**src/rtl/pdo_pkg.sv**
```systemverilog
// Shared types and constants of the PPS-disciplined oscillator controller.
package pdo_pkg;

    localparam int TS_W    = 32;
    localparam int FREQ_W  = 56;
    localparam int WORD_W  = 12;
    localparam int DIVD_W  = 81;
    localparam int DIVS_W  = 32;
    localparam int QUO_W   = 64;
    localparam int MULA_W  = 33;
    localparam int MULB_W  = 32;
    localparam int PROD_W  = MULA_W + MULB_W;
    localparam int OUT_W   = FREQ_W + 2 * WORD_W;

    typedef logic [1:0] req_t;
    localparam req_t REQ_REF  = 2'd0;
    localparam req_t REQ_OSC  = 2'd1;
    localparam req_t REQ_TICK = 2'd2;

    typedef logic [1:0] kind_t;
    localparam kind_t KIND_NOPAIR = 2'd0;
    localparam kind_t KIND_PAIR   = 2'd1;
    localparam kind_t KIND_DAC    = 2'd2;

    typedef logic [2:0] cfg_idx_t;
    localparam cfg_idx_t CFG_GAIN_P  = 3'd0;
    localparam cfg_idx_t CFG_GAIN_I  = 3'd1;
    localparam cfg_idx_t CFG_GAIN_D  = 3'd2;
    localparam cfg_idx_t CFG_SMOOTH  = 3'd3;
    localparam cfg_idx_t CFG_OFFSET  = 3'd4;
    localparam cfg_idx_t CFG_PERIOD  = 3'd5;
    localparam cfg_idx_t CFG_RATE    = 3'd6;
    localparam cfg_idx_t CFG_RANGE   = 3'd7;

    typedef struct packed {
        logic              start;
        logic [DIVD_W-1:0] dividend;
        logic [DIVS_W-1:0] divisor;
    } div_req_t;

    typedef struct packed {
        logic [MULA_W-1:0] a;
        logic [MULB_W-1:0] b;
    } mul_req_t;

endpackage

```
**src/rtl/pdo_mul.sv**
```systemverilog
// Shared unsigned multiplier with registered product.
module pdo_mul (
    input  logic                       aclk,
    input  pdo_pkg::mul_req_t          req,
    output logic [pdo_pkg::PROD_W-1:0] product
);
    import pdo_pkg::*;

    always_ff @(posedge aclk) begin
        product <= PROD_W'(req.a) * PROD_W'(req.b);
    end

endmodule

```
**config.mk**
```make
export PLATFORM = sky130hd
export DESIGN_NAME = pdo_mul
export DESIGN_NICKNAME = d
export VERILOG_FILES = /design/src/rtl/pdo_pkg.sv /design/src/rtl/pdo_mul.sv
export SDC_FILE = /design/constraint.sdc
export NUM_CORES = 2
export LEC_CHECK = 0
export BUFFER_PORTS_ARGS = -buffer_cell sky130_fd_sc_hd__buf_2
export CAP_MARGIN = 20
export CORE_ASPECT_RATIO = 0.8
export CORE_UTILIZATION = 25
export DETAILED_ROUTE_END_ITERATION = 7
export HOLD_SLACK_MARGIN = 0.08
export PLACE_DENSITY_LB_ADDON = 0.08
export REMOVE_ABC_BUFFERS = 1
export SLEW_MARGIN = 20
export SYNTH_ARGS = -nofsm -noshare
export SYNTH_HDL_FRONTEND = slang
export SYNTH_SLANG_ARGS = --single-unit
```
**constraint.sdc**
```tcl
create_clock -name aclk -period 8.9 [get_ports aclk]
set_input_delay 0 -clock aclk [delete_from_list [all_inputs] [get_ports aclk]]
set_output_delay 0 -clock aclk [all_outputs]
set_load 0.02 [all_outputs]
```
==> summary.txt <==
Global route
  • GRT Resource Usage Total: about a fifth
  • Number of global-route vias before repair: about 28,000
  • Global-route wire length before repair: roughly 200,000 um
  • Largest net degree at the start of global routing: 34
  • Total grt overflow: 0
  • Initial antenna violation count: 19

Detailed routing
  • Metal-1 WL: ~74,000 um
  • Final ANT Viol Nets: 0
  • Pre-Repair DR Iteration Count: 7
  • Max Used Layer: met4
  • Vias per cell: 4.35
  • WL met3: roughly 5000 um
  • Metal2 WL: between 50,000 and 60,000 um
  • DR WL/cell: roughly 23 um
  • 1st-iter DRT viols: around 1,400
  • Drt drc: 12
  • Vias: 25,300
  • Final WL: between 100,000 and 150,000 um

Run status
  • Status: complete, but fails checks
  • Failing checks: design-rule violations

STA
  • Worst hold margin: between 0.2 and 0.3 ns
  • Slew margin rel.: a little under a third
  • Final worst path period need: a little under 8 ns
  • Fmax: approximately 0.13 GHz
  • Final Hold Fails: 0
  • Final setup violation count: 0
  • RSZ-0062 raised after global routing: false
  • Fin. max-slew vios: 0
  • Setup TNS: 0 ns
  • Worst slew pin tran: 1.03 ns
  • Final worst path period share: approximately nine tenths

Critical path
  • CP startpoint kind: input port
  • Worst path cell trace: buf_2 > nand2_1 > fa_1 > fa_1 > inv_1 > fa_1 > inv_1 > fa_1 > inv_1 > fa_1 > fa_1 > fa_1 > inv_1 > fa_1 > inv_1 > ha_1 > nand2_1 > nor2_1 > nand2_1 > or3_1 > a31oi_1 > nor2_1 > o31ai_1 > xor2_1
  • CP peak stage delay: ~0.71 ns
  • Arr. time, crit path: about 8.1 ns
  • Worst path top cell family by delay: adder cells
  • Critical path's most frequent cell: fa_1
  • Critical Path Slowest Stage Cell: buf_2
  • Critical path class: input port to flop
  • CP required: between 9 and 10 ns
  • Crit end category: flop
  • Crit Path Max Fanout: 25
  • Bufs and invs on worst path: 6

Clock tree
  • Clk sinks: 65
  • H-tree Lvls: 3
  • Setup Fix Bufs, Post-CTS: 0
  • CTS buffer count: 9
  • Post-CTS Resized: 0
  • Clock-pin slew on the worst setup and hold paths: around 0.06 ns
  • TritonCTS clock tree: done
  • Hold buffers post-CTS: 0
  • Root Buffer: clkbuf_16
  • CTS Buffer Depth: 2

Cells and area
  • Number of flip-flops in the largest register: 65
  • Cell area after layout: a little under 0.04 mm2
  • Fill count: about 15,000
  • Layout cells sized above 1: under 10%
  • Area delta synth->final: 9.16%
  • Final nets: ~5,200
  • Commonest non-fill, non-tap cells in the layout: inv_1, fa_1, nand2_1, and2_1, ha_1
  • Commonest non-fill, non-tap cell in the layout: inv_1
  • Largest registers: product x65
  • Reg with most FFs: product

Die
  • Die area: ~0.14 mm2
  • Die Span Y: ~340 um
  • Core ar.: roughly 0.14 mm2
  • # rows: about 120
  • I/O Pins: about 130
  • Die X: roughly 420 um
  • Initial Util: roughly a quarter

Synthesis
  • Share of the synthesized area in the top cell type: around 52%
  • Dominant cells by area after synthesis: fa_1, inv_1, ha_1, and2_1, nand2_1
  • Number of synthesized flops with an enable pin: 0
  • Async SR Flop Fraction: 0%
  • Seq cells post-synth: 65
  • Count of warnings emitted by yosys: 0
  • Cell accounting for the most synthesized area: fa_1
  • Mapped Cells: 3,929
  • Top_reg_cell synth: dfxtp_1
  • Count of different cell masters after synthesis: 67
  • Mean post-synth cell area: roughly 9 um2
  • Post-synthesis sequential area ratio: under 10%
  • Cell Area, Synth: about 0.036 mm2

Min path
  • Worst hold path class: input port to flop

Place
  • IO Port Bufs: between 100 and 150
  • Hpwl dp: 112,000 um
  • RePlAce Congestion: 0.839
  • Placed inst area: 0.0384 mm2

Run
  • MaxCap Viol Count: 0
## path summary, 6_finish.rpt
kind,startpoint,end,slack [ns],cells past startpoint
hold / removal,req[0],product[0],0.27,2
setup / recovery,req[14],product[62],1.06,24
## kinds of logic after synthesis
kind of cell               count (synthesis)  synth area share [%]
AOI/OAI and AO/OA                        224                  4.17
and+or+nand+nor                         1246                  17.2
DFF                                       65                  3.66
adders and majority gates               1190                  61.4
buffers and inverters                   1147                  12.1
xor gates and xnor gates                  56                  1.38
muxes                                      1                0.0317
## through the flow
stage	util, %	cells	setup WS [ns]
2_1_floorplan	-	3712	2.53
3_3_place_gp	27.3	5803	0.621
3_5_place_dp	27.3	5803	0.673
4_1_cts	27.5	5819	1.05
5_1_grt	27.5	5819	0.761
6_report	27.6	5825	1.06
## layout make-up
cell class / count / area [um2] / share of cell area, %
clock buffers: 12 / 256 / 0.661
clock inverters: 4 / 98.8 / 0.255
multi-input cells: 2717 / 29900 / 77.1
diodes: 6 / 15.0 / 0.0387
well taps: 1875 / 2350 / 6.05
inverters: 930 / 3490 / 9.00
flip-flops and latches: 65 / 1300 / 3.35
repair buffers: 216 / 1360 / 3.50
## synthesized netlist by cell type, types with 2 or more instances
| cell | count |
|---|---|
| a211o_1 | 3 |
| a211oi_1 | 7 |
| a21boi_0 | 3 |
| a21o_1 | 26 |
| a21oi_1 | 79 |
| a21oi_2 | 2 |
| a221o_1 | 3 |
| a311oi_1 | 4 |
| a31oi_1 | 8 |
| and2_1 | 488 |
| and2_4 | 2 |
| and3_1 | 9 |
| and4_1 | 2 |
| buf_2 | 4 |
| clkbuf_1 | 213 |
| dfxtp_1 | 65 |
| fa_1 | 926 |
| ha_1 | 264 |
| inv_1 | 930 |
| nand2_1 | 632 |
| nand2b_1 | 4 |
| nand3_1 | 20 |
| nand4_1 | 13 |
| nand4b_1 | 2 |
| nor2_1 | 37 |
| nor2b_1 | 6 |
| nor3_1 | 12 |
| nor3b_1 | 2 |
| nor4_1 | 4 |
| nor4b_1 | 3 |
| o211ai_1 | 4 |
| o21a_1 | 3 |
| o21ai_0 | 33 |
| o21ai_1 | 3 |
| o21ai_2 | 2 |
| o21bai_1 | 18 |
| o311a_1 | 2 |
| o31ai_1 | 5 |
| or2_2 | 2 |
| or3_1 | 3 |
| xnor2_1 | 33 |
| xor2_1 | 23 |
## routing by layer
layer  track usage (%)  vias up
li1                  -    11400
met1              31.9    13500
met2              27.1      473
met3              1.32       38
met4              2.17        0
met5                 0        -
Power is not shown: default switching activity piles up to over one toggle a cycle in this logic, so the estimate is an artifact.
