$ cat config.mk
export PLATFORM = sky130hd
export DESIGN_NAME = pdo_div
export DESIGN_NICKNAME = d
export VERILOG_FILES = /design/src/rtl/pdo_pkg.sv /design/src/rtl/pdo_div.sv
export SDC_FILE = /design/constraint.sdc
export NUM_CORES = 1
export LEC_CHECK = 0
export ABC_CLOCK_PERIOD_IN_PS = 8600
export BUFFER_PORTS_ARGS = -buffer_cell sky130_fd_sc_hd__buf_2
export CAP_MARGIN = 20
export CORE_MARGIN = 3
export CORE_UTILIZATION = 62
export CTS_BUF_LIST = sky130_fd_sc_hd__clkbuf_4
export DETAILED_ROUTE_END_ITERATION = 6
export PLACE_DENSITY = 0.87
export SETUP_SLACK_MARGIN = 0.15
export SLEW_MARGIN = 20
export SYNTH_ARGS = -nofsm -noshare
export SYNTH_HDL_FRONTEND = slang
export SYNTH_SLANG_ARGS = --single-unit
$ cat constraint.sdc
create_clock -name aclk -period 8.6 [get_ports aclk]
set_clock_uncertainty 0.05 [all_clocks]
set_input_delay 0.86 -clock aclk [delete_from_list [all_inputs] [get_ports aclk]]
set_output_delay 0.86 -clock aclk [all_outputs]
set_load 0.1 [all_outputs]
$ cat src/rtl/pdo_pkg.sv
// Shared types and constants of the PPS-disciplined oscillator controller.
package pdo_pkg;

    localparam int TS_W    = 32;
    localparam int FREQ_W  = 56;
    localparam int WORD_W  = 12;
    localparam int DIVD_W  = 81;
    localparam int DIVS_W  = 32;
    localparam int QUO_W   = 64;
    localparam int MULA_W  = 33;
    localparam int MULB_W  = 32;
    localparam int PROD_W  = MULA_W + MULB_W;
    localparam int OUT_W   = FREQ_W + 2 * WORD_W;

    typedef logic [1:0] req_t;
    localparam req_t REQ_REF  = 2'd0;
    localparam req_t REQ_OSC  = 2'd1;
    localparam req_t REQ_TICK = 2'd2;

    typedef logic [1:0] kind_t;
    localparam kind_t KIND_NOPAIR = 2'd0;
    localparam kind_t KIND_PAIR   = 2'd1;
    localparam kind_t KIND_DAC    = 2'd2;

    typedef logic [2:0] cfg_idx_t;
    localparam cfg_idx_t CFG_GAIN_P  = 3'd0;
    localparam cfg_idx_t CFG_GAIN_I  = 3'd1;
    localparam cfg_idx_t CFG_GAIN_D  = 3'd2;
    localparam cfg_idx_t CFG_SMOOTH  = 3'd3;
    localparam cfg_idx_t CFG_OFFSET  = 3'd4;
    localparam cfg_idx_t CFG_PERIOD  = 3'd5;
    localparam cfg_idx_t CFG_RATE    = 3'd6;
    localparam cfg_idx_t CFG_RANGE   = 3'd7;

    typedef struct packed {
        logic              start;
        logic [DIVD_W-1:0] dividend;
        logic [DIVS_W-1:0] divisor;
    } div_req_t;

    typedef struct packed {
        logic [MULA_W-1:0] a;
        logic [MULB_W-1:0] b;
    } mul_req_t;

endpackage

$ cat src/rtl/pdo_div.sv
// Bit-serial restoring divider, one quotient bit per cycle.
module pdo_div (
    input  logic                    aclk,
    input  logic                    aresetn,
    input  pdo_pkg::div_req_t       req,
    output logic                    done,
    output logic [pdo_pkg::QUO_W-1:0] quotient
);
    import pdo_pkg::*;

    localparam int CNT_W = $clog2(DIVD_W + 1);

    logic              busy_reg;
    logic              done_reg;
    logic [CNT_W-1:0]  cnt_reg;
    logic [DIVD_W-1:0] dvd_reg;
    logic [DIVS_W-1:0] dvs_reg;
    logic [DIVS_W-1:0] rem_reg;
    logic [QUO_W-1:0]  quo_reg;
    logic [DIVS_W:0]   trial;
    logic [DIVS_W:0]   diff;
    logic              fits;

    assign trial = {rem_reg, dvd_reg[DIVD_W-1]};
    assign diff  = trial - {1'b0, dvs_reg};
    assign fits  = trial >= {1'b0, dvs_reg};

    always_ff @(posedge aclk) begin
        if (!aresetn) begin
            busy_reg <= 1'b0;
            done_reg <= 1'b0;
            cnt_reg  <= '0;
        end else begin
            done_reg <= 1'b0;
            if (req.start) begin
                busy_reg <= 1'b1;
                cnt_reg  <= CNT_W'(DIVD_W);
            end else if (busy_reg) begin
                cnt_reg <= cnt_reg - 1'b1;
                if (cnt_reg == CNT_W'(1)) begin
                    busy_reg <= 1'b0;
                    done_reg <= 1'b1;
                end
            end
        end
        if (req.start) begin
            dvd_reg <= req.dividend;
            dvs_reg <= req.divisor;
            rem_reg <= '0;
            quo_reg <= '0;
        end else if (busy_reg) begin
            dvd_reg <= {dvd_reg[DIVD_W-2:0], 1'b0};
            rem_reg <= fits ? diff[DIVS_W-1:0] : trial[DIVS_W-1:0];
            quo_reg <= {quo_reg[QUO_W-2:0], fits};
        end
    end

    assign done     = done_reg;
    assign quotient = quo_reg;

endmodule

==> metrics.cfg, run 1 <==
[timing]
hold_ws_ps=321
drv_slew=0
relSlewSlack=0.383
hold_viol=0
tightest_slew_ps=925
setup_viol=0
finalSetupTns_ps=0
fmax_ghz=0.293
finalCriticalPeriod_ps=3420
rsz0062_at_grt=no
min_period_over_period=0.397

[pwr]
power.total_uw=2460
powerDensity_mw_per_mm2=205
peakVddDrop_mv=0.149
p_leak_uw=0.00524

[clock_tree]
cts_sinks=218
path_clk_slew_ps=70
cts_resized=0
root_buffer=clkbuf_4
cts_buffers=54
clk_latency_ps=660
clockBufferDepth=3
hold_buffers=0
cts_tree=done
post_cts_buffers=0
cts-htree-levels=2

[routing]
drt_iter0_drc=395
drc_errors=0
wl_per_cell_um=15.4
via_per_inst=5.46
wl_um=20900
vias=7394
drt_pass1_iterations=5
ant_nets=0

[cells_and_area]
synthToLayoutAreaGrowth_pct=16.9
largest_register_ffs=81
final_nets=1246
final_cells=1355
drive_above_1_share=0.326
final_area_mm2=0.0120

[synth]
synth_edf_count=113
ys_warn_count=0
synthCells=901
syn_nets=1052
synth-async-reset-ratio=0
yosysUniqueCellTypes=61
synth_area_per_cell_um2=11.4
yosys_register_bits=218
synth_most_common_cell=nor2_1
synthTopCellsByArea=edfxtp_1 33%, dfxtp_1 20%, mux2_2 8.9%, mux2i_1 6.9%, nor2_1 5.0%
synth_top_cell_by_area=edfxtp_1
synth_top_cell_area_share=0.331
synthFlopType=edfxtp_1
syn-cell-area_mm2=0.0103
synthTopCellsByCount=136 x nor2_1, 113 x edfxtp_1, 105 x dfxtp_1
seq_area_frac_synth=0.536

[die]
row_count=46
initial_core_util=0.639
die_area_mm2=0.0181
die_h_um=135
ioPinCount=181
fp.dieW_um=135
core_area_mm2=0.0161

[grt]
grt_max_degree=112
grt.overflow.total=0
antenna_found_initial=6
grt_first_pass_wirelength_um=34600
grt_usage=0.231
grt_pass1_vias=7199

[min_path]
hp-class=input pin to flip-flop
holdPathStages=1
holdPathEnd=dvs_reg[30]
hold_start=req[30]

[outcome]
outcome=complete, no violations

[critical_path]
cpMaxStageDelayCell=nor3_4
slowest_delay_ps=690
r2r_setup_slack_ps=5180
critPathKind=flip-flop to flip-flop
crit_path_max_fanout=31
crit_top_cell=a21oi_1
r2r_start=dvs_reg[14]
critPathRequiredTime_ps=9030
worstSetupStartpointType=flip-flop
r2r-end=rem_reg[22]
crit_path_end_kind=flip-flop
arrival_ps=3850
rr_worst_depth=12
path_cells=inv_1 -> ha_1 -> a21oi_1 -> o21ai_0 -> a31oi_1 -> o21a_1 -> a21oi_2 -> nor3_4 -> buf_4 -> a21oi_1 -> a221oi_1 -> nor3_1

[placement]
portBuffers=180
dpl_cell_area_mm2=0.0113
placed_cells=1254
hpwl_um=14100
gp_congestion=0.892

[job]
max_cap_viol_count=0

-- cell type report --
class | instances | area (um^2)
flip-flops and latches | 218 | 5500
fillers | 1112 | 4070
diodes | 3 | 7.51
multi-input cells | 599 | 4430
clock buffers | 83 | 623
clock inverters | 14 | 66.3
repair buffers | 184 | 953
well taps | 216 | 270
inverters | 38 | 143
-- cell usage in the layout (no fill, tap or decap), types with 4 or more instances in the layout --
cell type	Yosys	final
a21o_1	16	16
nand2_1	26	26
buf_2	6	179
nand2b_1	8	8
clkinv_1	1	11
and2_1	5	5
xor2_1	17	17
o21a_1	7	7
inv_1	37	37
and3_1	8	8
nor2b_1	4	4
a21oi_1	57	57
a211oi_1	27	27
o21bai_1	5	5
nor3_1	7	7
mux2i_1	71	71
mux2_2	81	81
nor2_1	136	136
ha_1	34	34
o21ai_0	12	12
xnor2_1	13	13
nand4_1	5	5
edfxtp_1	113	113
dfxtp_1	105	104
nand3_1	10	10
clkbuf_4	0	83
-- worst max-delay path, delay by kind of cell (launching register included) --
kind,cells,cell delay [ps]
compound gates,7,1230
fa+ha+maj,1,350
flops,1,330
simple gates,2,780
buf+inv,2,500
-- kinds of logic (layout without fill, tap and decap cells) --
kind of cell | Yosys count | count (layout) | synth area share
xor+xnor | 30 | 30 | 0.0256
buf+inv | 84 | 319 | 0.0337
other cells | 0 | 3 | 0
flops | 218 | 218 | 0.536
compound gates | 153 | 153 | 0.102
simple gates | 229 | 229 | 0.101
fa+ha+maj | 35 | 35 | 0.0434
mux | 152 | 152 | 0.158
-- metal layers --
| metal | vias up | wire [um] | part of all wire | GRT usage |
|---|---|---|---|---|
| met2 | 186 | 10000 | 0.48 | 0.366 |
| met4 | 10 | 356 | 0.017 | 0.0730 |
| met3 | 39 | 1500 | 0.072 | 0.0846 |
| li1 | 3674 | - | - | - |
| met5 | - | 54 | 0.0026 | 0 |
| met1 | 3485 | 9010 | 0.43 | 0.296 |
-- through the flow --
stage / util / worst slack (ps)
finish: 0.747 / 5180
global route: 0.747 / 4820
CTS: 0.745 / 5110
detailed placement: 0.702 / 5180
global placement: 0.702 / 5260
floorplan: - / 5670
-- worst max path at each step --
| stage | slack [ps] | start | end | cells past startpoint |
|---|---|---|---|---|
| 2_1_floorplan | 5670 | req[113] | dvd_reg[0] | 3 |
| 3_3_place_gp | 5260 | dvs_reg[8] | rem_reg[22] | 11 |
| 3_5_place_dp | 5180 | dvs_reg[16] | rem_reg[22] | 12 |
| 4_1_cts | 5110 | dvs_reg[14] | rem_reg[22] | 12 |
| 5_1_grt | 4820 | dvs_reg[14] | rem_reg[22] | 12 |
| 6_report | 5180 | dvs_reg[14] | rem_reg[22] | 12 |
-- where the power goes --
group | internal (uW) | leakage (uW) | switching, uW
clock | 442 | 0.000416 | 407
sequential | 1180 | 0.00198 | 37.8
combinational | 179 | 0.00285 | 215
total | 1800 | 0.00524 | 660
No activity file was read; power rests on OpenSTA's default activity.
==> inputs of run 2 (changes only) <==
- ABC_AREA: default -> 1
- ABC_CLOCK_PERIOD_IN_PS: 8600 -> 3000
- CORE_UTILIZATION: 62 -> 53
- PLACE_DENSITY: 0.87 -> 0.79
- clock period: 8.6 -> 3 ns (I/O delays scaled with it)
==> metrics.cfg, run 2 <==
[grt]
antenna_found_initial=2  ; -4
grt_usage=0.285  ; +0.0541
grt_pass1_vias=10400  ; +44%
grt_max_degree=63  ; -44%
grt_first_pass_wirelength_um=51300  ; +48%
grt.overflow.total=0  ; unchanged

[synth]
yosys_register_bits=218  ; unchanged
syn_nets=1548  ; +47%
syn-cell-area_mm2=0.0110  ; +7.3%
yosysUniqueCellTypes=43  ; -30%
synth_top_cell_by_area=edfxtp_1
synth_edf_count=113  ; unchanged
synthFlopType=edfxtp_1
synthTopCellsByArea=edfxtp_1 31%, dfxtp_1 19%, nand2_1 18%, inv_1 7.7%, ha_1 3.9%
synth_top_cell_area_share=0.308  ; -0.0225
ys_warn_count=0  ; unchanged
seq_area_frac_synth=0.499  ; -0.0364
synthCells=1397  ; +55%
synth_area_per_cell_um2=7.88  ; -31%
synth_most_common_cell=nand2_1
synth-async-reset-ratio=0  ; unchanged
synthTopCellsByCount=517 x nand2_1, 227 x inv_1, 113 x edfxtp_1

[critical_path]
critPathKind=flip-flop to flip-flop
arrival_ps=3030  ; -820 ps
r2r_start=dvs_reg[14]
cpMaxStageDelayCell=ha_1
worstSetupStartpointType=flip-flop
rr_worst_depth=11  ; -1
slowest_delay_ps=370  ; -320 ps
path_cells=inv_1 -> ha_1 -> a21oi_1 -> o21bai_1 -> a21oi_1 -> nand2_2 -> nand2_8 -> nand2_8 -> or2_1 -> nand3_1 -> nand2_1
crit_path_end_kind=flip-flop
cp_top_family=simple AND/OR/NAND/NOR gates
crit_buf_inv=1  ; -1
crit_cells=11  ; -1
r2r_setup_slack_ps=440  ; -4740 ps
critPathRequiredTime_ps=3480  ; -5550 ps
crit_path_max_fanout=36  ; +16%
r2r-end=rem_reg[28]

[pwr]
power.total_uw=6750  ; +170%
powerDensity_mw_per_mm2=481  ; +130%
peakVddDrop_mv=0.374  ; +150%
p_leak_uw=0.00708  ; +35%

[timing]
setup_viol=0  ; unchanged
hold_viol=0  ; unchanged
drv_slew=0  ; unchanged
hold_ws_ps=303  ; -18.6 ps
finalCriticalPeriod_ps=2560  ; -862 ps
rsz0062_at_grt=no
finalSetupTns_ps=0  ; unchanged
tightest_slew_ps=974  ; +48.4 ps
min_period_over_period=0.852  ; +0.454
fmax_ghz=0.391  ; +34%
relSlewSlack=0.351  ; -0.0322

[die]
initial_core_util=0.542  ; -0.0966
ioPinCount=181  ; unchanged
row_count=52  ; +13%
die_area_mm2=0.0225  ; +24%
core_area_mm2=0.0203  ; +26%
fp.dieW_um=150  ; +11%
die_h_um=150  ; +11%

[clock_tree]
cts_sinks=218  ; unchanged
root_buffer=clkbuf_4
clockBufferDepth=3  ; unchanged
cts_tree=done
path_clk_slew_ps=70  ; about the same
cts_buffers=56  ; +3.7%
cts-htree-levels=2  ; unchanged
clk_latency_ps=680  ; +20 ps

[cells_and_area]
layout_common_cells=517 x nand2_1, 227 x inv_1, 179 x buf_2
num-fill-cells=1568  ; +41%
final_nets=1867  ; +50%
largest_register_ffs=81  ; unchanged
final_common_cell=nand2_1
final_cells=2032  ; +50%
synthToLayoutAreaGrowth_pct=27.5
drive_above_1_share=0.189  ; -0.136

[routing]
vias=10500  ; +41%
ant_nets=0  ; unchanged
highest_layer=met4
wl_um=32300  ; +54%
routed-wl-met2_um=15600  ; +57%
via_per_inst=5.14  ; -5.7%
drt_pass1_iterations=5  ; unchanged
met1_length_um=12700  ; +41%
wl_per_cell_um=15.9  ; +3.0%
dr_wl_met3_um=2610  ; +74%
drt_iter0_drc=787  ; +99%
drc_errors=0  ; unchanged

[placement]
gp_congestion=0.987  ; +11%
portBuffers=180  ; unchanged
hpwl_um=19500  ; +39%
placed_cells=1811  ; +44%

[min_path]
hold_start=req[18]
holdPathEnd=dvs_reg[18]
holdPathStages=2  ; +1
hp-class=input pin to flip-flop

[outcome]
outcome=complete, no violations

[job]
max_cap_viol_count=0  ; unchanged

[run 2: changes by cell type in the layout (fill, tap and decap cells not counted), moves of 52 or more]
cell,before,now
nor2_1,136,70
mux2_2,81,0
nand2_1,26,517
mux2i_1,71,0
inv_1,37,227
nand3_1,10,62
o22ai_1,2,61
dlygate4sd3_1,0,115
[run 2: how the worst max path moves through the flow]
stage	slack, ps	startpoint	to
after floorplan	480	req[113]	dvd_reg[0]
after global placement	450	dvs_reg[14]	rem_reg[28]
after detailed placement	370	dvs_reg[14]	rem_reg[17]
after CTS	340	dvs_reg[1]	rem_reg[17]
after global routing	230	dvs_reg[1]	rem_reg[19]
final	440	dvs_reg[14]	rem_reg[28]
[run 2: stage by stage]
stage	utilization	worst slack, ps	cell area (um^2)
after global routing	0.692	235	14000
after global placement	0.597	446	12100
after detailed placement	0.597	370	12100
after floorplan	-	484	11000
after CTS	0.690	342	14000
final	0.692	445	14000
[run 2: repair_timing]
action / 4_1_cts / 5_1_grt
endpoints found under the setup margin: 0 / 7
endpoints found under the hold margin: 132 / 0
gates resized for setup: 0 / 1
buffers inserted: 0 / 2
hold buffers: 115 / 0
[run 2: final cells by class]
cell class,count,area [um^2],area share
Timing Repair Buffer,309,2200,0.157
Antenna cell,2,5.00,0.000357
Clock buffer,87,653,0.0465
Tap cell,270,338,0.0241
Clock inverter,15,66.3,0.00472
Multi-Input combinational cell,899,4410,0.314
Sequential cell,218,5500,0.391
Inverter,232,873,0.0622
[run 2: power breakdown]
part	internal [uW]	total, uW	switching, uW
logic	306	777	471
clock network	1320	2580	1260
registers	3330	3390	61.8
[run 2: kinds of logic after synthesis]
logic type / count (synthesis) / synth area share
buffers and inverters: 280 / 0.101
AND/OR/NAND/NOR: 731 / 0.285
adder cells (fa/ha/maj): 35 / 0.0405
AO/OA/AOI/OAI: 123 / 0.0665
XOR/XNOR: 10 / 0.00796
flip-flops: 218 / 0.499
[run 2: routing by layer]
metal / vias up / global-route usage
li1: 5120 / -
met1: 4731 / 0.348
met2: 497 / 0.480
met3: 106 / 0.0674
met4: 0 / 0.127
met5: - / 0
