**src/rtl/pdo_ram.sv**
```systemverilog
// Generic single-write, single-read RAM with registered read data.
module pdo_ram #(
    parameter int WIDTH = 32,
    parameter int DEPTH = 16
) (
    input  logic                     aclk,
    input  logic                     wr_en,
    input  logic [$clog2(DEPTH)-1:0] wr_addr,
    input  logic [WIDTH-1:0]         wr_data,
    input  logic [$clog2(DEPTH)-1:0] rd_addr,
    output logic [WIDTH-1:0]         rd_data
);

    logic [WIDTH-1:0] mem_reg [DEPTH];

    always_ff @(posedge aclk) begin
        if (wr_en) begin
            mem_reg[wr_addr] <= wr_data;
        end
        rd_data <= mem_reg[rd_addr];
    end

endmodule

```
**config.mk**
```make
export PLATFORM = sky130hd
export DESIGN_NAME = pdo_ram
export DESIGN_NICKNAME = d
export VERILOG_FILES = /design/src/rtl/pdo_ram.sv
export SDC_FILE = /design/constraint.sdc
export NUM_CORES = 1
export LEC_CHECK = 0
export BUFFER_PORTS_ARGS = -buffer_cell sky130_fd_sc_hd__buf_2
export CAP_MARGIN = 20
export CORE_UTILIZATION = 48
export CTS_BUF_LIST = sky130_fd_sc_hd__clkbuf_8
export CTS_CLUSTER_DIAMETER = 100
export DETAILED_ROUTE_END_ITERATION = 10
export GPL_TIMING_DRIVEN = 0
export SYNTH_ARGS = -nofsm -noshare
export SYNTH_HDL_FRONTEND = slang
export SYNTH_SLANG_ARGS = --single-unit
```
**constraint.sdc**
```tcl
create_clock -name aclk -period 3.97 [get_ports aclk]
set_clock_uncertainty 0.15 [all_clocks]
set_input_delay 0.1985 -clock aclk [delete_from_list [all_inputs] [get_ports aclk]]
set_output_delay 0.1985 -clock aclk [all_outputs]
set_load 0.01 [all_outputs]
```
==> out/metrics.csv, run 1 <==
stage,metric,value,unit
yosys,ys_types,18,
cells_and_area,area_growth_syn_to_layout,18.53,%
sta,slew-limit-headroom,30.94,%
global_route,grt_pass1_wl,62780,um
worst_setup_path,crit_required,4140,ps
yosys,synth_xor_area_share,0,%
cts,clock_latency,630,ps
worst_setup_path,cp.arrival,2210,ps
power,clock_power_share,39.7,%
cells_and_area,drive_gt1_share,33.07,%
sta,grt_setup_unrepaired,false,
floorplanning,die_w,205.4,um
yosys,synth_compound_area_share,2.420,%
sta,setup_viol,0,
drt,drc,1,
worst_setup_path,r2r_start,mem_reg[3][16],
yosys,yosysMostFrequentCell,edfxtp_1,
sta,final.setup.tns,0,ps
drt,avgRoutedWirePerCell,25.24,um
placed_design,portBuffers,71,
cts,cts_tree,yes,
min_path,hold_path.startpoint,rd_addr[2],
yosys,synth_adder_area_share,0,%
global_route,gr-usage-all-layers,21.13,%
yosys,synth_flop_cell,edfxtp_1,
yosys,synth_top_area_share,77.44,%
global_route,antenna_found_initial,2,
yosys,syn_area,19850,um2
sta,worst_slack,1933,ps
cts,cts_resized,0,
worst_setup_path,worstPathMaxFanout,17,
global_route,overflow,0,
yosys,synth_edf_count,512,
floorplanning,ioPinCount,74,
drt,vias,9367,
cts,clk_path_buf_depth,3,
cts,clockRootBuffer,clkbuf_8,
yosys,synth_seq_area_share,80.67,%
run_status,violations,DRC,
placed_design,pre_cts_slack,1655,ps
yosys,synth_mux_area_share,14.52,%
sta,worstMarginPinSlew,1036,ps
global_route,gr-usage-met3,4.355,%
cts,cts_buffers,88,
floorplanning,design.core.area,40830,um2
cts,htree_levels,3,
cells_and_area,nets,1105,
cells_and_area,largest_reg_flops,512,
power,pwr-share-comb,5.3,%
yosys,ys_top_cells_by_count,"edfxtp_1 (512), mux4_2 (128), a22oi_1 (64)",
drt,vias_per_cell,5.606,
global_route,grt_pass1_vias,9844,
global_route,use_met2,32.02,%
placed_design,place_hpwl,25590,um
floorplanning,num_rows,74,
drt,final_antenna_net_count,0,
yosys,synthCells,838,
yosys,synth.avg_cell_area,23.69,um2
sta,hold_viol,0,
placed_design,postPlaceCellArea,21420,um2
floorplanning,fp.dieArea,42180,um2
flow_run,drv_cap,0,
worst_setup_path,crit_path_start,wr_addr[1],
global_route,busiest_layer,met2,
power,p_leak,0.007781,uW
cells_and_area,stdcell_area,23530,um2
power,p_per_area,498.5,nW/um2
power,total_power,11730,uW
yosys,synth_top_cell_by_area,edfxtp_1,
cts,path_clk_slew,50,ps
floorplanning,die_h,205.4,um
yosys,synth_top_family_by_area,multiplexers,
cts,cts.sinks,544,
cells_and_area,fill_cells,3044,
sta,fin_crit,2037,ps
min_path,hp-class,input pin to flip-flop,
power,peakVddDrop,0.2772,mV
power,p_int,9226,uW
drt,first_iter_violations,780,
yosys,synthSimpleGateAreaFrac,1.273,%
drt,dr.pass1.iters,8,
global_route,grt_use_met1,31.43,%
global_route,grt_max_degree,21,
worst_setup_path,end_kind,flip-flop,
drt,drt_wl_total,42170,um
power,power_switching,2507,uW
placed_design,gp_congestion,0.7153,
sta,fmax,490.8,MHz
sta,drv_slew,0,
floorplanning,initial_core_util,48.62,%
sta,finalCritPeriodShare,51.32,%
run_status,status,"complete, but fails checks",
yosys,syn_nets,880,
power,seq_power_share,55.0,%
yosys,ys_ff_latch,544,
yosys,ys_async_sr_fraction,0,%
yosys,synth-warning-count,0,
worst_setup_path,startpoint_type,input pin,
worst_setup_path,criticalPathCategory,input pin to flip-flop,
yosys,synth_area_leaders,"edfxtp_1 (77%), mux4_2 (15%), dfxtp_1 (3.2%)",
power,switching_share,21.37,%
==> final timing paths <==
kind / endpoint / depth (start not counted) / slack [ps]
max reg2reg: rd_data[16] / 3 / 2370
max: mem_reg[1][8] / 5 / 1930
min: rd_data[30] / 4 / 50
min reg2reg: rd_data[29] / 3 / 520
==> per-layer routing <==
layer | part of all wire [%] | vias to the layer above
li1 | - | 4046
met2 | 47 | 313
met3 | 6.2 | 62
met5 | 0 | -
met1 | 45 | 4946
met4 | 1.6 | 0
==> through the flow <==
step,std cells,util [%],hold WS [ps]
after floorplan,838,-,147.4
after global placement,1441,51.12,426.8
after detailed placement,1468,52.46,427.1
after CTS,1669,57.62,27.17
after global routing,1671,57.64,95.59
final,1671,57.64,54.97
==> worst max-delay path, cell delays in order <==
cell,delay [ps]
dlygate4sd3_1,530
buf_2,180
nand2b_1,340
nor2_4,680
buf_16,250
==> cell usage in the layout (no fill, tap or decap), drive strengths merged <==
cell         count
nor2            13
nor2b            2
nand3b           2
and2             1
edfxtp         512
diode            2
inv             33
dfxtp           32
or3b             1
clkinv          24
nand2           33
nor3             4
clkinvlp         2
mux4           128
dlygate4sd3     37
a22oi           64
nand2b           2
nand3            1
buf            124
clkbuf         119
bufinv           3
==> area by class of cell <==
cell class	count	area, um2	area share, %
buffer	43	222.7	0.9464
sequential	544	16020	68.05
timing repair buffer	135	1161	4.934
tap	532	665.6	2.828
multi-input combinational	251	3726	15.83
clock buffer	102	1404	5.965
antenna	2	5.005	0.02127
clock inverter	62	334.1	1.420
==> power groups by stage <==
stage / logic [uW] / registers (uW) / clock network, uW
floorplan: 308 / 6590 / 0
global placement: 573 / 6570 / 0
detailed placement: 607 / 6570 / 0
CTS: 638 / 6450 / 4760
global route: 680 / 6460 / 5010
finish: 625 / 6450 / 4660
==> kinds of logic after synthesis <==
logic type	count (synthesis)
buffers and inverters	43
AND/OR/NAND/NOR	59
AO/OA/AOI/OAI	64
multiplexers	128
flip-flops	544
==> timing repair <==
action | in CTS | in global routing
hold buffers | 37 | 0
setup buffers | 0 | 0
endpoints found under the hold margin | 527 | 0
No activity file was read; power rests on OpenSTA's default activity.
==> run 2, diff against run 1 <==
--- a/config.mk
+++ b/config.mk
@@ -12,6 +12,7 @@
 export CTS_CLUSTER_DIAMETER = 100
 export DETAILED_ROUTE_END_ITERATION = 10
 export GPL_TIMING_DRIVEN = 0
+export PLACE_DENSITY = 0.67
 export SYNTH_ARGS = -nofsm -noshare
 export SYNTH_HDL_FRONTEND = slang
 export SYNTH_SLANG_ARGS = --single-unit
==> constraint.sdc (replaced) <==
create_clock -name aclk -period 1.87 [get_ports aclk]
set_clock_uncertainty 0.15 [all_clocks]
set_input_delay 0.0935 -clock aclk [delete_from_list [all_inputs] [get_ports aclk]]
set_output_delay 0.0935 -clock aclk [all_outputs]
set_load 0.01 [all_outputs]
==> out/metrics.csv, run 2 (synthesis gave the netlist of run 1 again) <==
stage,metric,value,unit,change
run_status,status,"complete, but fails checks",,unchanged
run_status,violations,hold timing,,was DRC
floorplanning,initial_core_util,48.62,%,unchanged
sta,fmax,548.8,MHz,
min_path,min_path_cells,2,,was 4
min_path,hp-class,input pin to flip-flop,,unchanged
sta,slew-limit-headroom,33.57,%,was 30.94%
min_path,hold_path.startpoint,wr_addr[1],,was rd_addr[2]
sta,hold_viol,31,,was 0
cells_and_area,final_common_cell,edfxtp_1,,unchanged
worst_setup_path,crit_required,2260,ps,was 4140 ps
sta,worstMarginPinSlew,996.5,ps,was 1036 ps
worst_setup_path,r2r-end,rd_data[21],,was rd_data[16]
cells_and_area,register_area,16020,um2,unchanged
global_route,grt_pass1_wl,62110,um,was 62780 um
power,seq_power_share,55.8,%,was 55.0%
drt,vias_per_cell,5.687,,was 5.606
floorplanning,design.core.area,40830,um2,unchanged
cells_and_area,largest_reg_flops,512,,unchanged
cts,cts.sinks,544,,unchanged
worst_setup_path,startpoint_type,input pin,,unchanged
power,p_int,19240,uW,was 9226 uW
worst_setup_path,r2r_cells,3,,unchanged
drt,avgRoutedWirePerCell,25.44,um,was 25.24 um
placed_design,portBuffers,71,,unchanged
drt,dr.pass1.iters,5,,was 8
sta,worst_slack,47.87,ps,was 1933 ps
power,p_per_area,1042,nW/um2,was 498.5 nW/um2
cts,clockRootBuffer,clkbuf_8,,unchanged
global_route,overflow,0,,unchanged
worst_setup_path,criticalPathCategory,input pin to flip-flop,,unchanged
cells_and_area,multi_input_area,3754,um2,was 3726 um2
global_route,gr-usage-all-layers,20.87,%,was 21.13%
sta,final.setup.tns,0,ps,unchanged
worst_setup_path,end_kind,flip-flop,,unchanged
cells_and_area,area_growth_syn_to_layout,18.62,%,was 18.53%
worst_setup_path,worstPathMaxFanout,10,,was 17
floorplanning,die_w,205.4,um,unchanged
cts,cts_buffers,84,,was 88
sta,whs,-76.79,ps,was 54.97 ps
floorplanning,fp.dieArea,42180,um2,unchanged
cells_and_area,drive_gt1_share,33.33,%,was 33.07%
cts,cts_tree,yes,,unchanged
worst_setup_path,r2r_start,mem_reg[0][21],,was mem_reg[3][16]
floorplanning,ioPinCount,74,,unchanged
cells_and_area,diodes,0,,was 2
worst_setup_path,cp_cell_sequence,dlygate4sd3_1 -> buf_2 -> nor2_1 -> clkdlybuf4s15_1 -> a22oi_1 -> nand2_1,,was dlygate4sd3_1 -> buf_2 -> nand2b_1 -> nor2_4 -> buf_16
power,p_leak,0.007794,uW,was 0.007781 uW
cells_and_area,final_cell_mix,"edfxtp_1 (512), mux4_2 (128), clkbuf_8 (104), buf_2 (75), a22oi_1 (64)",,"was edfxtp_1 (512), mux4_2 (128), clkbuf_8 (102), buf_2 (75), a22oi_1 (64)"
drt,drt_wl_total,42150,um,was 42170 um
cells_and_area,fill_cells,2936,,was 3044
cts,clock_latency,630,ps,about the same
floorplanning,num_rows,74,,unchanged
worst_setup_path,crit_slowest_cell,clkdlybuf4s15_1,,was nor2_4
drt,final_antenna_net_count,0,,unchanged
cts,htree_levels,3,,unchanged
sta,setup_viol,0,,unchanged
power,clock_power_share,38.7,%,was 39.7%
power,power_switching,5291,uW,was 2507 uW
cts,path_clk_slew,70,ps,was 50 ps
sta,finalCritPeriodShare,97.44,%,
global_route,grt_max_degree,24,,was 21
worst_setup_path,slowest_delay,730,ps,was 680 ps
drt,first_iter_violations,883,,was 780
worst_setup_path,r2r_setup_slack,330,ps,was 2370 ps
floorplanning,die_h,205.4,um,unchanged
placed_design,pre_cts_slack,-452.3,ps,was 1655 ps
placed_design,place_hpwl,25440,um,was 25590 um
cts,clk_path_buf_depth,3,,unchanged
placed_design,place_inst,1462,,was 1468
sta,drv_slew,0,,unchanged
min_path,hold_end,mem_reg[8][11],,was rd_data[30]
global_route,grt_pass1_vias,9826,,was 9844
power,peakVddDrop,0.4980,mV,was 0.2772 mV
drt,drc,0,,was 1
sta,grt_setup_unrepaired,true,,was false
cells_and_area,final_cells,1657,,was 1671
power,switching_share,21.57,%,was 21.37%
worst_setup_path,cp.arrival,2210,ps,about the same
sta,fin_crit,1822,ps,
flow_run,drv_cap,0,,unchanged
global_route,antenna_found_initial,2,,unchanged
cts,ctsHoldBuffers,41,,was 37
cells_and_area,nets,1099,,was 1105
power,pwr-share-comb,5.5,%,was 5.3%
placed_design,gp_congestion,0.6879,,was 0.7153
drt,vias,9424,,was 9367
==> run 2: cell count changes in the layout (fill, tap and decap cells not counted), sizes merged, moves of 2 or more <==
cell / previous run / this run
buf: 124 / 118
diode: 2 / 0
dlygate4sd3: 37 / 41
bufinv: 3 / 0
clkinv: 24 / 15
==> run 2: worst max-delay path by stage <==
stage               start              end  slack [ps]  cells after the start
6_report       rd_addr[2]      rd_data[16]          50                      6
5_1_grt        rd_addr[3]      rd_data[20]          -9                      7
4_1_cts        rd_addr[0]      rd_data[20]          50                      6
3_5_place_dp   wr_addr[3]   mem_reg[4][23]        -450                      5
3_3_place_gp   wr_addr[1]  mem_reg[13][29]       -2120                      3
2_1_floorplan  wr_addr[2]   mem_reg[10][0]        -400                      2
==> run 2: layout make-up <==
class | count | area share (%)
plain buffers | 43 | 1.025
clock buffers | 104 | 6.078
clock inverters | 50 | 0.9403
multi-input cells | 251 | 15.94
flip-flops and latches | 544 | 68.00
well taps | 532 | 2.826
repair buffers | 133 | 5.190
==> run 2: per-stage QoR <==
stage | utilization, % | cell area (um2) | hold slack (ps) | total power, uW
5_1_grt | 57.68 | 23550 | -96.06 | 25390
3_5_place_dp | 52.58 | 21470 | 329.6 | 15250
3_3_place_gp | 51.23 | 20920 | 313.4 | 15170
4_1_cts | 57.63 | 23530 | -116.1 | 24770
6_report | 57.68 | 23550 | -76.79 | 24530
2_1_floorplan | - | 19900 | 42.37 | 14650
==> run 2: layer usage <==
layer / global-route usage (%) / vias up / routed length, um
li1: - / 4032 / -
met1: 28.00 / 4942 / 17110
met2: 34.06 / 375 / 20930
met3: 4.783 / 71 / 3199
met4: 6.720 / 4 / 880
met5: 0 / - / 27
==> run 2: power by group through the flow <==
stage          Combinational [uW]  Clock [uW]  Sequential [uW]
6_report                     1350        9490            13700
3_5_place_dp                 1300           0            14000
4_1_cts                      1370        9700            13700
5_1_grt                      1450       10200            13700
3_3_place_gp                 1220           0            13900
2_1_floorplan                 658           0            14000
==> run 2: worst max-delay path, delay by kind of cell <==
family | cells | cell delay, ps
compound gates | 1 | 230
buf+inv | 3 | 1420
simple gates | 2 | 450
==> run 2: repair_timing <==
item,in CTS,in global routing
resized for setup,0,14
endpoints found under the hold margin,598,46
setup buffers,0,0
endpoints found under the setup margin,0,10
==> run 3, diff against run 2 <==
==> config.mk (replaced) <==
export PLATFORM = sky130hd
export DESIGN_NAME = pdo_ram
export DESIGN_NICKNAME = d
export VERILOG_FILES = /design/src/rtl/pdo_ram.sv
export SDC_FILE = /design/constraint.sdc
export NUM_CORES = 1
export LEC_CHECK = 0
export ABC_AREA = 0
export BUFFER_PORTS_ARGS = -buffer_cell sky130_fd_sc_hd__buf_2
export CAP_MARGIN = 30
export CORE_UTILIZATION = 40
export CTS_BUF_LIST = sky130_fd_sc_hd__clkbuf_8
export CTS_CLUSTER_DIAMETER = 100
export DETAILED_ROUTE_END_ITERATION = 10
export GPL_TIMING_DRIVEN = 0
export SYNTH_ARGS = -nofsm -noshare
export SYNTH_HDL_FRONTEND = slang
export SYNTH_SLANG_ARGS = --single-unit
==> out/metrics.csv, run 3 (synthesis gave the netlist of run 1 again) <==
stage,metric,value,unit,change
cts,cts_buffers,89,,was 84
cells_and_area,nets,1100,,was 1099
min_path,hold_path.startpoint,wr_addr[1],,unchanged
cts,cts_tree,yes,,unchanged
placed_design,gp_congestion,0.6890,,was 0.6879
cts,clockRootBuffer,clkbuf_8,,unchanged
sta,worstMarginPinSlew,971.6,ps,was 996.5 ps
cells_and_area,final_common_cell,edfxtp_1,,unchanged
power,total_power,24960,uW,was 24530 uW
cts,htree_levels,3,,unchanged
placed_design,portBuffers,71,,unchanged
global_route,grt_max_degree,22,,was 24
cts,cts.sinks,544,,unchanged
drt,final_antenna_net_count,0,,unchanged
sta,fmax,544.6,MHz,was 548.8 MHz
cells_and_area,final_cell_mix,"edfxtp_1 (512), mux4_2 (128), clkbuf_8 (99), buf_2 (75), a22oi_1 (64)",,"was edfxtp_1 (512), mux4_2 (128), clkbuf_8 (104), buf_2 (75), a22oi_1 (64)"
worst_setup_path,crit_required,2280,ps,was 2260 ps
sta,drv_slew,0,,unchanged
power,power_switching,5369,uW,was 5291 uW
run_status,status,"complete, but fails checks",,unchanged
drt,drt_wl_total,43810,um,was 42150 um
cells_and_area,final_cells,1792,,was 1657
floorplanning,design.core.area,48950,um2,was 40830 um2
power,switching_share,21.51,%,was 21.57%
worst_setup_path,r2r_setup_slack,310,ps,was 330 ps
cts,clk_path_buf_depth,3,,unchanged
floorplanning,fp.dieArea,50530,um2,was 42180 um2
drt,first_iter_violations,770,,was 883
global_route,grt_pass1_wl,64740,um,was 62110 um
floorplanning,die_h,224.8,um,was 205.4 um
floorplanning,ioPinCount,74,,unchanged
placed_design,place_hpwl,26080,um,was 25440 um
power,peakVddDrop,0.5209,mV,was 0.4980 mV
power,p_leak,0.007820,uW,was 0.007794 uW
min_path,min_path_cells,2,,unchanged
global_route,grt_pass1_vias,9931,,was 9826
global_route,overflow,0,,unchanged
worst_setup_path,startpoint_type,input pin,,unchanged
flow_run,drv_cap,0,,unchanged
run_status,violations,hold timing,,unchanged
cells_and_area,drive_gt1_share,32.27,%,was 33.33%
min_path,hp-class,input pin to flip-flop,,unchanged
sta,grt_setup_unrepaired,true,,unchanged
cells_and_area,largest_reg_flops,512,,unchanged
sta,whs,-85.46,ps,was -76.79 ps
power,clock_power_share,39.7,%,was 38.7%
drt,avgRoutedWirePerCell,24.44,um,was 25.44 um
cells_and_area,area_growth_syn_to_layout,19.69,%,was 18.62%
sta,fin_crit,1836,ps,was 1822 ps
sta,final.setup.tns,0,ps,unchanged
power,pwr-share-comb,5.4,%,was 5.5%
cts,postCtsSetupBuffers,0,,unchanged
worst_setup_path,r2r_start,mem_reg[15][20],,was mem_reg[0][21]
min_path,hold_end,mem_reg[12][11],,was mem_reg[8][11]
global_route,antenna_found_initial,3,,was 2
drt,drc,0,,unchanged
drt,dr.pass1.iters,5,,unchanged
floorplanning,initial_core_util,40.56,%,was 48.62%
drt,vias_per_cell,5.252,,was 5.687
sta,hold_viol,29,,was 31
cts,path_clk_slew,70,ps,about the same
cells_and_area,register_area,16020,um2,unchanged
cts,ctsHoldBuffers,37,,was 41
worst_setup_path,end_kind,flip-flop,,unchanged
power,p_per_area,1050,nW/um2,was 1042 nW/um2
floorplanning,die_w,224.8,um,was 205.4 um
cells_and_area,multi_input_area,3754,um2,unchanged
sta,finalCritPeriodShare,98.20,%,was 97.44%
power,p_int,19590,uW,was 19240 uW
global_route,gr-usage-all-layers,18.08,%,was 20.87%
floorplanning,num_rows,81,,was 74
worst_setup_path,criticalPathCategory,input pin to flip-flop,,unchanged
sta,setup_viol,0,,unchanged
placed_design,postPlaceCellArea,21660,um2,was 21470 um2
worst_setup_path,worstPathMaxFanout,10,,unchanged
sta,slew-limit-headroom,35.01,%,was 33.57%
cells_and_area,fill_cells,3970,,was 2936
worst_setup_path,r2r_cells,3,,unchanged
worst_setup_path,cp.arrival,2240,ps,was 2210 ps
placed_design,place_inst,1594,,was 1462
drt,vias,9412,,was 9424
cells_and_area,stdcell_area,23760,um2,was 23550 um2
cells_and_area,diodes,0,,unchanged
worst_setup_path,r2r-end,rd_data[20],,was rd_data[21]
power,seq_power_share,54.9,%,was 55.8%
cts,clock_latency,640,ps,was 630 ps
run 3: final cells by class:
class,instances,share of cell area (%)
buffer,43,1.006
clock buffer,99,5.734
clock inverter,62,1.479
multi-input combinational,251,15.80
sequential,544,67.39
tap,664,3.496
timing repair buffer,129,5.097
run 3: worst max-delay path: stages:
cell and delay [ps]:
dlygate4sd3_1 530, buf_2 160, and2_1 140, clkbuf_1 240, clkbuf_1 680, a22oi_1 240, nand2_1 160
run 3: what timing repair did:
| item | CTS | global route |
|---|---|---|
| setup endpoints to repair | 0 | 12 |
| resized for setup | 0 | 9 |
| hold endpoints to repair | 569 | 29 |
run 3: metrics by stage:
stage,utilization [%],hold slack (ps),worst slack [ps]
5_1_grt,48.55,-108.1,-18.20
3_5_place_dp,44.26,327.7,-473.4
2_1_floorplan,-,42.37,-401.3
4_1_cts,48.51,-138.1,13.80
3_3_place_gp,43.07,315.3,-2242
6_report,48.55,-85.46,33.69
run 3: worst max-delay path by stage:
stage / end / start / cells after the start
4_1_cts: rd_data[17] / rd_addr[3] / 7
5_1_grt: rd_data[20] / rd_addr[3] / 7
6_report: rd_data[20] / rd_addr[3] / 7
3_3_place_gp: mem_reg[9][23] / wr_addr[1] / 3
2_1_floorplan: mem_reg[10][0] / wr_addr[2] / 2
3_5_place_dp: mem_reg[8][28] / wr_addr[2] / 5
run 3: power groups by stage:
stage / Clock, uW / Combinational [uW] / Sequential [uW]
2_1_floorplan: 0 / 658 / 14000
3_3_place_gp: 0 / 1240 / 13900
3_5_place_dp: 0 / 1320 / 14000
4_1_cts: 10200 / 1380 / 13700
5_1_grt: 10600 / 1470 / 13700
6_report: 9910 / 1350 / 13700
run 3: per-layer routing:
layer	GRT usage (%)	vias up	part of all wire [%]
li1	-	4046	-
met1	24.18	4961	43
met2	29.42	308	49
met3	3.658	91	5.7
met4	6.605	6	2.7
met5	0	-	0.091
